`config.mk`:
```
export PLATFORM = sky130hd
export DESIGN_NAME = cau_cell
export DESIGN_NICKNAME = d
export VERILOG_FILES = /design/src/rtl/cau_pkg.sv /design/src/rtl/cau_cell.sv
export SDC_FILE = /design/constraint.sdc
export NUM_CORES = 1
export LEC_CHECK = 0
export BUFFER_PORTS_ARGS = -buffer_cell sky130_fd_sc_hd__buf_2
export CORE_AREA = 2 2 181 183
export DETAILED_ROUTE_END_ITERATION = 12
export DIE_AREA = 0 0 183 185
export MAX_ROUTING_LAYER = met4
export PLACE_DENSITY = 0.54
export SLEW_MARGIN = 20
export SYNTH_ARGS = -nofsm -noshare
export SYNTH_HDL_FRONTEND = slang
export SYNTH_SLANG_ARGS = --single-unit
```
`constraint.sdc`:
```
create_clock -name clk -period 0.8 [get_ports clk]
set_input_delay 0.12 -clock clk [delete_from_list [all_inputs] [get_ports clk]]
set_output_delay 0.12 -clock clk [all_outputs]
set_load 0.05 [all_outputs]
```
`src/rtl/cau_pkg.sv`:
```
// Types and constants for the complex arithmetic unit.
package cau_pkg;
	localparam int FRAC_BITS = 8;
	localparam int CELLS = 16;
	localparam int LAT = CELLS + 4;
	localparam int VAL_W = 33;
	localparam int DEN_W = 32;
	localparam int REM_W = 48;

	typedef enum logic [1:0] {
		OP_ADD = 2'd0,
		OP_SUB = 2'd1,
		OP_MUL = 2'd2,
		OP_DIV = 2'd3
	} op_t;

	typedef enum logic [1:0] {
		ST_OK  = 2'd0,
		ST_OVF = 2'd1,
		ST_DZ  = 2'd2
	} status_t;

	typedef struct packed {
		op_t                op;
		logic signed [15:0] a_re;
		logic signed [15:0] a_im;
		logic signed [15:0] b_re;
		logic signed [15:0] b_im;
	} cmd_t;

	typedef struct packed {
		logic signed [15:0] res_re;
		logic signed [15:0] res_im;
		logic [1:0]         status;
	} res_t;

	typedef struct packed {
		logic                     vld;
		op_t                      op;
		logic                     dz;
		logic                     neg_re;
		logic                     neg_im;
		logic                     big_re;
		logic                     big_im;
		logic signed [VAL_W-1:0]  val_re;
		logic signed [VAL_W-1:0]  val_im;
		logic [REM_W-1:0]         rem_re;
		logic [REM_W-1:0]         rem_im;
		logic [DEN_W-1:0]         den;
		logic [15:0]              q_re;
		logic [15:0]              q_im;
	} cell_t;
endpackage

```
`src/rtl/cau_cell.sv`:
```
// One restoring-division cell: one quotient bit per part, then hand on.
module cau_cell (
	input  logic            clk,
	input  logic            arst_n,
	input  cau_pkg::cell_t  d,
	output cau_pkg::cell_t  q
);
	cau_pkg::cell_t nxt, q_q;
	logic vld_q;
	logic [cau_pkg::REM_W-1:0] dsh, r_re, r_im;
	logic ge_re, ge_im;

	always_comb begin
		dsh   = 48'(d.den) << 15;
		ge_re = d.rem_re >= dsh;
		ge_im = d.rem_im >= dsh;
		r_re  = ge_re ? d.rem_re - dsh : d.rem_re;
		r_im  = ge_im ? d.rem_im - dsh : d.rem_im;
		nxt        = d;
		nxt.rem_re = r_re << 1;
		nxt.rem_im = r_im << 1;
		nxt.q_re   = {d.q_re[14:0], ge_re};
		nxt.q_im   = {d.q_im[14:0], ge_im};
	end

	always_ff @(posedge clk or negedge arst_n) begin
		if (!arst_n) begin
			vld_q <= 1'b0;
		end else begin
			vld_q <= d.vld;
		end
	end

	always_ff @(posedge clk) begin
		q_q <= nxt;
	end

	always_comb begin
		q     = q_q;
		q.vld = vld_q;
	end
endmodule

```
==> results.py <==
metrics = {
    "run_status": {
        "status": "finished, violations left",
        "violations": "hold timing, setup timing",
    },
    "synth": {
        "synth-seq-cells": 232,
        "syn_area_sq_um": 9020,
        "yosys_warnings": 0,
        "async_reset_ff_share_pct": 0.431,
        "synth_cell_types": 69,
        "synth_area_leaders": "dfxtp_1 (51%), ha_1 (8.9%), a21oi_1 (4.1%), o21ai_0 (3.1%), a21o_1 (2.7%)",
        "synth.top_cell.area_share_pct": 51.2,
        "syn_avg_cell_area_sq_um": 10.2,
        "synth_edf_count": 0,
        "synthCells": 883,
        "ys_seq_area_share_pct": 51.5,
        "synth_flop_cell": "dfxtp_1",
        "yosysTopAreaCell": "dfxtp_1",
    },
    "die": {
        "io_pins": 470,
        "rows": 66,
        "die_area_sq_um": 33900,
        "start_util_pct": 28.2,
        "core_area_sq_um": 32000,
        "die_h_microns": 185,
        "die_w_microns": 183,
    },
    "setup_path": {
        "start_kind": "input pin",
        "crit_required_ps": 1230,
        "cp.arrival_ps": 2500,
        "critPathKind": "in2reg",
        "crit_slowest_cell": "a2111oi_4",
        "crit_path_end_kind": "register",
        "critPathMaxFanout": 7,
        "worstPathCellList": "buf_8, inv_6, buf_6, ha_4, and4_4, and2_4, a22o_4, o21ai_4, a211oi_4, a2111oi_4, buf_4, buf_12, mux2_4",
        "cpPeakStageDelay_ps": 370,
    },
    "routing": {
        "dr.pass1.iters": 5,
        "vias": 10800,
        "avgViaCountPerCell": 4.67,
        "wl_per_cell_microns": 20.4,
        "drc": 0,
        "antenna_left": 0,
        "drt_iter0_drc": 409,
        "routed_wl_microns": 47000,
    },
    "placement": {
        "pre_cts_ws_ps": -2100,
        "dpl.cell_count": 1977,
        "gp_congestion": 0.901,
        "post-dp-hpwl_microns": 30000,
        "port_buffers": 465,
    },
    "grt": {
        "grt-ovfl-total": 0,
        "grt_pass1_vias": 11300,
        "antenna_found_initial": 7,
        "grt_max_degree": 18,
        "grt_pass1_wl_microns": 65700,
        "track_usage_pct": 26.3,
    },
    "hold_path": {
        "worstHoldStart": "d[33]",
        "holdPathStages": 3,
        "min_to": "q[129]",
        "hold_class": "in2reg",
    },
    "pwr": {
        "sequentialPowerShare_pct": 32.0,
        "p_total_mw": 43.0,
        "combPwrFrac_pct": 38.5,
        "p_leak_nw": 9.78,
        "power_density_nw_per_um2": 2020,
        "netSwitchingPower_mw": 14.8,
        "swShare_pct": 34.4,
        "p_int_mw": 28.2,
        "pwr-share-clk_pct": 29.5,
        "ir_worst_vdd_uv": 1790,
    },
    "timing": {
        "tns_ps": -159330,
        "whs_ps": -30.2,
        "grt_setup_unrepaired": "true",
        "fmax_mhz": 484,
        "post-route-min-period_ps": 2070,
        "drv_slew": 0,
        "final-setup-viol-count": 298,
        "period_share_pct": 258,
        "hold_viol": 1,
        "setup_ws_ps": -1270,
    },
    "clock_tree": {
        "numCtsBuffers": 27,
        "cts.sinks": 232,
        "clkSlewWorstSetupHoldPaths_ps": 60,
        "clockRootBuffer": "clkbuf_16",
        "htree_levels": 1,
        "cts_tree": "built",
        "cts_max_path_buffers": 3,
    },
    "run": {
        "maxCapViolCount": 0,
    },
    "cells_and_area": {
        "final_cells": 2303,
        "fin_nets": 2170,
        "drive_above_1_share_pct": 64.4,
        "area_delta_synth_final_pct": 136,
        "utilization_pct": 66.4,
    },
}
-- metal layers --
layer	track usage (%)	part of all wire (%)	vias to the layer above
met5	-	0	-
met4	13.3	5.6	0
met3	5.58	5.9	132
met2	46.7	51	435
met1	27.6	37	5076
li1	-	-	5109
-- synth_stat cells, drive strengths merged (4+ instances only) --
cell type and count:
a21oi 74, nand2 58, nor2 51, o21bai 8, nor3 7, mux2 11
a211oi 12, nand4 9, xor2 28, and2 5, o211ai 4, and3 11
a221oi 4, o21a 6, and4 5, a31oi 10, xnor2 24, nor2b 11
o21ai 62, clkbuf 9, nand3 18, nor4 9, buf 13, nand2b 9
inv 44, dfxtp 231, a21o 33, a21boi 5, ha 64
-- worst max-delay path, delay by kind of cell --
family	cells	cell delay [ps]
adder cells (fa/ha/maj)	1	230
AO/OA/AOI/OAI	4	880
buffers and inverters	5	580
AND/OR/NAND/NOR	2	360
multiplexers	1	310
-- cells by family (layout without fill, tap and decap cells) --
family	count (synthesis)	after routing	share of synthesized area, %
AOI/OAI and AO/OA	252	252	18.2
DFF	232	232	51.5
and+or+nand+nor	201	201	10.8
adders and majority gates	66	66	9.32
buffers and inverters	66	1070	3.23
xor gates and xnor gates	52	52	5.05
muxes	13	13	1.84
other	1	9	0.0416
-- layout by cell type, fill, tap and decap left out, drive strengths merged, types with 9 or more instances in the layout --
cell type | netlist | layout
buf | 13 | 741
dlygate4sd3 | 0 | 233
dfxtp | 231 | 231
a21oi | 74 | 74
ha | 64 | 64
o21ai | 62 | 62
nand2 | 58 | 58
nor2 | 51 | 51
inv | 44 | 45
clkbuf | 9 | 40
a21o | 33 | 33
xor2 | 28 | 28
xnor2 | 24 | 24
nand3 | 18 | 18
a211oi | 12 | 12
mux2 | 11 | 11
and3 | 11 | 11
nor2b | 11 | 11
a31oi | 10 | 10
nand4 | 9 | 9
nand2b | 9 | 9
nor4 | 9 | 9
-- worst max-delay path by stage --
stage | end | depth (start not counted) | slack (ps) | from
floorplan | q[134] | 9 | -1590 | d[129]
finish | q[84] | 13 | -1270 | d[40]
global route | q[155] | 14 | -1360 | d[36]
global placement | q[154] | 11 | -2070 | d[32]
detailed placement | q[154] | 11 | -2100 | d[32]
CTS | q[154] | 12 | -1240 | d[127]
-- registers in the layout, summed over array words and instances, names as in the netlist --
register / flops
q: 231
vld_q: 1
-- power by group through the flow --
stage	sequential, mW	combinational (mW)	clock, mW
after floorplan	17.3	3.17	0
after global placement	13.3	11.5	0
after detailed placement	13.3	11.5	0
after CTS	13.7	15.4	12.8
after global routing	13.9	17.3	13.4
final	13.8	16.6	12.7
-- cell type report --
type	count	area (sq um)
well taps	408	510
flip-flops and latches	232	4940
fillers	2342	10800
diodes	7	17.5
repair buffers	977	9450
multi-input cells	586	5230
inverters	44	218
clock buffers	37	763
clock inverters	12	138
-- metrics by stage --
step                hold WS (ps)  instance area [sq um]
detailed placement         -95.6                  13800
global placement           -97.5                  13800
CTS                        -50.0                  20300
finish                     -30.2                  21300
floorplan                   -176                   9150
global route               -52.8                  21300
-- what timing repair did --
item	CTS	global route
setup endpoints to repair	298	298
setup buffers	25	19
cloned	6	2
hold endpoints to repair	231	2
hold buffers	232	1
pin swaps	59	83
gates resized for setup	1012	206
Note: power is estimated with default switching activity, not from simulation.
