## src/rtl/cau_pkg.sv

```systemverilog
// Types and constants for the complex arithmetic unit.
package cau_pkg;
	localparam int FRAC_BITS = 8;
	localparam int CELLS = 16;
	localparam int LAT = CELLS + 4;
	localparam int VAL_W = 33;
	localparam int DEN_W = 32;
	localparam int REM_W = 48;

	typedef enum logic [1:0] {
		OP_ADD = 2'd0,
		OP_SUB = 2'd1,
		OP_MUL = 2'd2,
		OP_DIV = 2'd3
	} op_t;

	typedef enum logic [1:0] {
		ST_OK  = 2'd0,
		ST_OVF = 2'd1,
		ST_DZ  = 2'd2
	} status_t;

	typedef struct packed {
		op_t                op;
		logic signed [15:0] a_re;
		logic signed [15:0] a_im;
		logic signed [15:0] b_re;
		logic signed [15:0] b_im;
	} cmd_t;

	typedef struct packed {
		logic signed [15:0] res_re;
		logic signed [15:0] res_im;
		logic [1:0]         status;
	} res_t;

	typedef struct packed {
		logic                     vld;
		op_t                      op;
		logic                     dz;
		logic                     neg_re;
		logic                     neg_im;
		logic                     big_re;
		logic                     big_im;
		logic signed [VAL_W-1:0]  val_re;
		logic signed [VAL_W-1:0]  val_im;
		logic [REM_W-1:0]         rem_re;
		logic [REM_W-1:0]         rem_im;
		logic [DEN_W-1:0]         den;
		logic [15:0]              q_re;
		logic [15:0]              q_im;
	} cell_t;
endpackage

```

## src/rtl/cau_back.sv

```systemverilog
// Sign restore, saturation and status for the result beat.
module cau_back (
	input  logic            clk,
	input  logic            arst_n,
	input  cau_pkg::cell_t  d,
	output logic            done,
	output cau_pkg::res_t   res
);
	logic signed [cau_pkg::VAL_W-1:0] m_re, m_im, v_re, v_im;
	logic ovf_re, ovf_im;
	logic signed [15:0] s_re, s_im;
	cau_pkg::res_t res_q;
	logic done_q;

	always_comb begin
		m_re = d.big_re ? 33'sd65536 : 33'(d.q_re);
		m_im = d.big_im ? 33'sd65536 : 33'(d.q_im);
		if (d.op == cau_pkg::OP_DIV) begin
			v_re = d.neg_re ? -m_re : m_re;
			v_im = d.neg_im ? -m_im : m_im;
		end else begin
			v_re = d.val_re;
			v_im = d.val_im;
		end
		ovf_re = (v_re > 33'sd32767) || (v_re < -33'sd32768);
		ovf_im = (v_im > 33'sd32767) || (v_im < -33'sd32768);
		s_re = ovf_re ? (v_re[32] ? 16'sh8000 : 16'sh7fff) : v_re[15:0];
		s_im = ovf_im ? (v_im[32] ? 16'sh8000 : 16'sh7fff) : v_im[15:0];
	end

	always_ff @(posedge clk or negedge arst_n) begin
		if (!arst_n) begin
			done_q <= 1'b0;
		end else begin
			done_q <= d.vld;
		end
	end

	always_ff @(posedge clk) begin
		if (d.dz) begin
			res_q.res_re <= '0;
			res_q.res_im <= '0;
			res_q.status <= cau_pkg::ST_DZ;
		end else begin
			res_q.res_re <= s_re;
			res_q.res_im <= s_im;
			res_q.status <= (ovf_re || ovf_im) ? cau_pkg::ST_OVF : cau_pkg::ST_OK;
		end
	end

	assign done = done_q;
	assign res  = res_q;
endmodule

```

## config.mk

```make
export PLATFORM = sky130hd
export DESIGN_NAME = cau_back
export DESIGN_NICKNAME = d
export VERILOG_FILES = /design/src/rtl/cau_pkg.sv /design/src/rtl/cau_back.sv
export SDC_FILE = /design/constraint.sdc
export NUM_CORES = 1
export LEC_CHECK = 0
export BUFFER_PORTS_ARGS = -buffer_cell sky130_fd_sc_hd__buf_2
export CAP_MARGIN = 10
export CORE_ASPECT_RATIO = 0.6
export CORE_MARGIN = 4
export CORE_UTILIZATION = 25
export CTS_CLUSTER_SIZE = 30
export DETAILED_ROUTE_END_ITERATION = 10
export MAX_ROUTING_LAYER = met4
export PLACE_DENSITY = 0.66
export SLEW_MARGIN = 20
export SYNTH_ARGS = -nofsm -noshare
export SYNTH_HDL_FRONTEND = slang
export SYNTH_SLANG_ARGS = --single-unit
```

## constraint.sdc

```tcl
create_clock -name clk -period 0.8 [get_ports clk]
set_input_delay 0.04 -clock clk [delete_from_list [all_inputs] [get_ports clk]]
set_output_delay 0.04 -clock clk [all_outputs]
set_load 0.05 [all_outputs]
```

==> results of run 1 <==
-- power by group through the flow --
stage,Sequential [W],Clock (W),Combinational [W]
2_1_floorplan,0.00246,0,0.000818
3_3_place_gp,0.00198,0,0.00235
3_5_place_dp,0.00197,0,0.00240
4_1_cts,0.00200,0.00229,0.00277
5_1_grt,0.00203,0.00238,0.00305
6_report,0.00202,0.00226,0.00287
-- worst paths after layout --
| path | from | endpoint | slack, ns |
|---|---|---|---|
| min in group clk | d[160] | res[2]$_SDFF_PP0_ | 0.10 |
| min | arst_n | done$_DFF_PN0_ | 0.07 |
| max in group asynchronous | arst_n | done$_DFF_PN0_ | 0.64 |
| max | d[10] | res[6]$_SDFF_PP0_ | -1.94 |
-- per-stage QoR --
step / power [W] / hold slack, ns / utilization (%)
2_1_floorplan: 0.00328 / -0.256 / -
3_3_place_gp: 0.00433 / -0.184 / 41.2
3_5_place_dp: 0.00437 / -0.184 / 41.2
4_1_cts: 0.00706 / 0.0619 / 47.9
5_1_grt: 0.00746 / 0.0829 / 49.4
6_report: 0.00715 / 0.0726 / 49.4
-- cells by family after synthesis --
kind of cell | count (synthesis) | share of synthesized area [%]
AOI/OAI and AO/OA | 129 | 35.5
DFF | 35 | 24.8
and+or+nand+nor | 128 | 25.6
muxes | 7 | 2.77
xor gates and xnor gates | 16 | 4.93
buffers and inverters | 29 | 4.58
adders and majority gates | 4 | 1.76
-- timing repair --
item / CTS / global route
gates resized for setup: 127 / 38
pin swaps: 11 / 10
setup buffers: 3 / 5
hold buffers: 2 / 0
gates cloned: 4 / 0
hold endpoints to repair: 2 / 0
setup endpoints to repair: 68 / 66
-- layout by cell type, fill, tap and decap left out, types with 6 or more instances in the layout --
master,netlist,layout
nand3_1,8,8
a22oi_1,13,12
nand2_1,29,27
buf_2,2,104
buf_4,1,104
buf_6,2,12
o31ai_4,0,7
o211ai_1,6,6
xnor2_1,15,15
nor2_1,18,17
or3_1,7,7
o31ai_1,19,12
buf_8,0,26
nor4_1,11,10
a21oi_1,20,18
nand4_1,9,9
o21ai_0,17,16
dfxtp_2,0,33
o31ai_2,17,17
nor3_1,12,11
clkbuf_16,0,6
-- cell type report --
| class | count | area [um^2] | share of cell area [%] |
|---|---|---|---|
| multi-input combinational | 285 | 2240 | 41.8 |
| tap | 139 | 174 | 3.25 |
| inverter | 4 | 17.5 | 0.327 |
| clock buffer | 6 | 139 | 2.59 |
| timing repair buffer | 255 | 2010 | 37.5 |
| clock inverter | 2 | 35.0 | 0.654 |
| sequential | 35 | 747 | 13.9 |
-- flip-flops by register name (all words and copies together), names as in the netlist --
| register | count |
|---|---|
| res | 34 |
| done | 1 |
-- routing by layer --
| layer | wire length [um] | global-route usage [%] | up-vias |
|---|---|---|---|
| li1 | - | - | 1856 |
| met1 | 5630 | 25.9 | 1807 |
| met2 | 5460 | 27.9 | 206 |
| met3 | 1140 | 3.61 | 8 |
| met4 | 98 | 1.90 | 0 |
| met5 | 0 | - | - |
==> flow_metrics.py, run 1 <==
metrics = {
    "status": {
        "status": "finished, violations left",
        "violations": "negative setup slack",
    },
    "grt": {
        "grt_pass1_wl_um": 19800,
        "overflow": 0,
        "track_usage_pct": 18.3,
        "first_global_vias": 3881,
        "antenna_found_initial": 0,
        "grt_max_degree": 22,
    },
    "sta": {
        "tightest_slew_ns": 0.691,
        "finalSetupViolCount": 41,
        "final-hold-violation-count": 0,
        "fmax_mhz": 365,
        "slew_headroom_pct": 53.6,
        "rsz0062_at_grt": "yes",
        "period_needed_ns": 2.74,
        "timing.final.ws_setup_ns": -1.94,
        "fin_setup_tns_ns": -58.21,
        "post-route-period-util_pct": 343,
        "drv_slew": 0,
    },
    "synth": {
        "syn_area_mm2": 0.00284,
        "synth_edf_count": 0,
        "synth_top_area_cell": "dfxtp_1",
        "ys.flop_type": "dfxtp_1",
        "ys_seq_area_share_pct": 24.8,
        "syn_area_per_cell_um2": 8.17,
        "yosysMostFrequentCell": "dfxtp_1",
        "yosys-top-cells-count": "dfxtp_1 (34), nand2_1 (29), a21oi_1 (20)",
        "synthTopCellsByArea": "dfxtp_1 (24%), o31ai_2 (7.5%), o31ai_1 (5.0%)",
        "syn-num-nets": 588,
        "yosys_warnings": 0,
        "netlist_instances": 348,
        "ys_ff_latch": 35,
        "synth_top_area_share_pct": 23.9,
        "ys_types": 72,
        "synthArstFlopShare_pct": 2.86,
    },
    "power_and_ir_drop": {
        "netSwitchingFraction_pct": 32.7,
        "p_sw_w": 0.00233,
        "seqPwrFrac_pct": 28.2,
        "internal-power_w": 0.00481,
        "combPwrFrac_pct": 40.2,
        "p_leak_nw": 2.30,
        "power.density_mw_per_mm2": 1330,
        "power_frac_clock_pct": 31.6,
        "ir_drop_mv": 1.01,
    },
    "routing": {
        "drc": 0,
        "firstDrtPassIters": 5,
        "num_vias": 3877,
        "drt-total-wl_um": 12300,
        "first_iter_violations": 265,
        "viasPerCell": 5.34,
        "postRouteAntennaNets": 0,
        "wl_per_cell_um": 17.0,
    },
    "placement": {
        "place_area_mm2": 0.00447,
        "pre_cts_ws_ns": -2.47,
        "gp_congestion": 0.889,
        "place_inst": 705,
        "io_buffers": 142,
        "dp_hpwl_um": 9880,
    },
    "cells_and_area": {
        "area_growth_syn_to_layout_pct": 88.3,
        "num_antenna_cells": 0,
        "design_area_mm2": 0.00536,
        "final_cells": 726,
        "nFillCells": 1017,
        "fin_nets": 826,
        "drive_gt1_share_pct": 59.8,
    },
    "die": {
        "row_count": 29,
        "die_y_um": 90.6,
        "core_mm2": 0.0108,
        "initial_core_util_pct": 26.2,
        "die-area_mm2": 0.0132,
        "die_w_um": 146,
        "io_pins": 271,
    },
    "hold_path": {
        "worstHoldPathType": "input pin to async pin",
    },
    "clocking": {
        "cts_max_path_buffers": 2,
        "cts-root-buf": "clkbuf_16",
        "cts_tree": "built",
        "clock_sinks": 35,
        "cts_buffers": 5,
        "clk_pin_slew_ns": 0.06,
        "htree_levels": 2,
    },
    "worst_setup_path": {
        "crit_arrival_ns": 2.88,
        "cp.required_ns": 0.94,
        "critPathMaxStageDelay_ns": 0.53,
        "worst-path-max-fanout": 8,
        "worst_path_max_delay_cell": "or4_4",
        "cp_top_family": "simple AND/OR/NAND/NOR gates",
        "worst-path-stages": 13,
        "cp_cell_sequence": "buf_6, or4_4, or2_4, or4_4, a21oi_2, ha_1, nand3b_1, o31ai_2, a22oi_2, buf_4, o211ai_4, buf_12, o31ai_1",
        "start_kind": "input pin",
        "end_kind": "flip-flop",
        "cpMostUsedCell": "or4_4",
        "critical_path_class": "input pin to flip-flop",
        "crit_buf_inv": 3,
    },
    "run": {
        "maxCapViolations": 0,
    },
}
Power figures use the tool's default switching activity.
==> run 2: changes to the inputs <==
CORE_MARGIN = 2   (was 4)
==> run 2 against run 1 <==
  * The run still ends with negative setup slack left
  * Sequential share of layout area decreased by 0.28 points
  * Clock power increased by 2%
  * Critical path type unchanged
  * Critical endpoint is now res[8]$_SDFF_PP0_
  * Wire length increased by 5.6%
  * Sequential cell count unchanged
  * Power increased by 1.7%
  * Cell area increased by 2.2%
==> flow_metrics.py, run 2 (same netlist as run 1, synthesis figures left out) <==
metrics = {
    "status": {
        "status": "finished, violations left",
        "violations": "negative setup slack",
    },
    "power_and_ir_drop": {
        "p_leak_nw": 2.34,
        "ir_drop_mv": 0.735,
        "power.density_mw_per_mm2": 1330,
        "finalPower_w": 0.00727,
    },
    "worst_setup_path": {
        "critical_path_class": "input pin to flip-flop",
        "cp.required_ns": 0.99,
        "end_kind": "flip-flop",
        "crit_arrival_ns": 2.93,
        "worst-path-max-fanout": 9,
        "start_kind": "input pin",
    },
    "sta": {
        "fin_setup_tns_ns": -57.97,
        "final-hold-violation-count": 0,
        "rsz0062_at_grt": "yes",
        "slew_headroom_pct": 65.2,
        "drv_slew": 0,
        "tightest_slew_ns": 0.519,
        "post-route-period-util_pct": 343,
        "finalSetupViolCount": 43,
        "fmax_mhz": 364,
        "timing.final.ws_setup_ns": -1.94,
        "period_needed_ns": 2.74,
    },
    "placement": {
        "place_inst": 709,
        "io_buffers": 142,
        "place_area_mm2": 0.00448,
        "gp_congestion": 0.904,
        "pre_cts_ws_ns": -2.58,
        "dp_hpwl_um": 9900,
    },
    "clocking": {
        "cts_max_path_buffers": 2,
        "cts_tree": "built",
        "htree_levels": 2,
        "cts-root-buf": "clkbuf_16",
        "clock_sinks": 35,
        "cts_buffers": 5,
        "clk_pin_slew_ns": 0.06,
    },
    "grt": {
        "overflow": 0,
        "grt_max_degree": 22,
        "track_usage_pct": 21.1,
        "first_global_vias": 4081,
        "grt_pass1_wl_um": 20100,
        "antenna_found_initial": 0,
    },
    "cells_and_area": {
        "area_growth_syn_to_layout_pct": 92.4,
        "nFillCells": 1025,
        "largest_register_ffs": 34,
        "design_area_mm2": 0.00547,
        "num_antenna_cells": 0,
        "mostFrequentLayoutCells": "buf_2 (104), buf_4 (102), dfxtp_2 (34), nand2_1 (27), buf_8 (25)",
        "final_cells": 737,
        "layout_commonest_cell": "buf_2",
        "fin_nets": 832,
        "drive_gt1_share_pct": 60.4,
    },
    "die": {
        "die-area_mm2": 0.0123,
        "row_count": 30,
        "core_mm2": 0.0112,
        "io_pins": 271,
        "initial_core_util_pct": 25.4,
        "die_y_um": 86.6,
        "die_w_um": 142,
    },
    "routing": {
        "postRouteAntennaNets": 0,
        "num_vias": 3840,
        "drt-total-wl_um": 13000,
        "first_iter_violations": 234,
        "viasPerCell": 5.21,
        "wl_per_cell_um": 17.7,
        "firstDrtPassIters": 4,
        "drc": 0,
    },
    "run": {
        "maxCapViolations": 0,
    },
    "hold_path": {
        "worstHoldPathType": "input pin to async pin",
    },
}
[run 2: changes by cell type in the layout (fill, tap and decap cells not counted), sizes merged]
cell	previous run	this run
clkbuf	7	6
buf	252	260
a2bb2oi	3	2
[run 2: final cells by class]
| class | instances | area, um^2 | share of cell area, % |
|---|---|---|---|
| clock inverter | 2 | 35.0 | 0.640 |
| clock buffer | 6 | 139 | 2.54 |
| multi-input combinational | 284 | 2270 | 41.4 |
| sequential | 35 | 748 | 13.7 |
| inverter | 4 | 17.5 | 0.320 |
| tap | 144 | 180 | 3.29 |
| timing repair buffer | 262 | 2090 | 38.1 |
[run 2: worst paths after layout]
check                       start                 end  cells past startpoint
worst max-delay path        d[10]   res[8]$_SDFF_PP0_                     12
worst min-delay path       arst_n      done$_DFF_PN0_                      2
max in group asynchronous  arst_n      done$_DFF_PN0_                      2
min in group clk           d[193]  res[18]$_SDFF_PP0_                      3
[run 2: timing repair]
action / 4_1_cts / 5_1_grt
gates cloned: 2 / 0
hold buffers: 2 / 0
endpoints found under the setup margin: 68 / 66
buffers inserted: 14 / 4
hold endpoints to repair: 2 / 0
pin swaps: 12 / 4
resized for setup: 133 / 42
[run 2: power breakdown]
part / switching (W) / internal, W
logic: 0.00158 / 0.00138
registers: 0.0000975 / 0.00192
clock network: 0.000749 / 0.00155
[run 2: through the flow]
step,hold WS [ns],util (%)
2_1_floorplan,-0.256,-
3_3_place_gp,-0.186,40.1
3_5_place_dp,-0.183,40.1
4_1_cts,0.0518,47.3
5_1_grt,0.0695,48.9
6_report,0.0684,48.9
[run 2: worst max-delay path: stages]
cell       delay, ns
buf_6           0.09
or4_4           0.54
or2_4           0.26
or4_4           0.42
a21oi_2         0.14
ha_1            0.25
nand3b_1        0.21
o31ai_2         0.22
a22oi_2         0.13
a2bb2oi_4       0.20
buf_6           0.18
o31ai_2         0.23
[run 2: routing by layer]
metal	GRT usage (%)	up-vias	routed length (um)
li1	-	1858	-
met1	26.2	1858	5780
met2	37.5	120	6600
met3	3.59	4	606
met4	2.64	0	41
met5	-	-	0
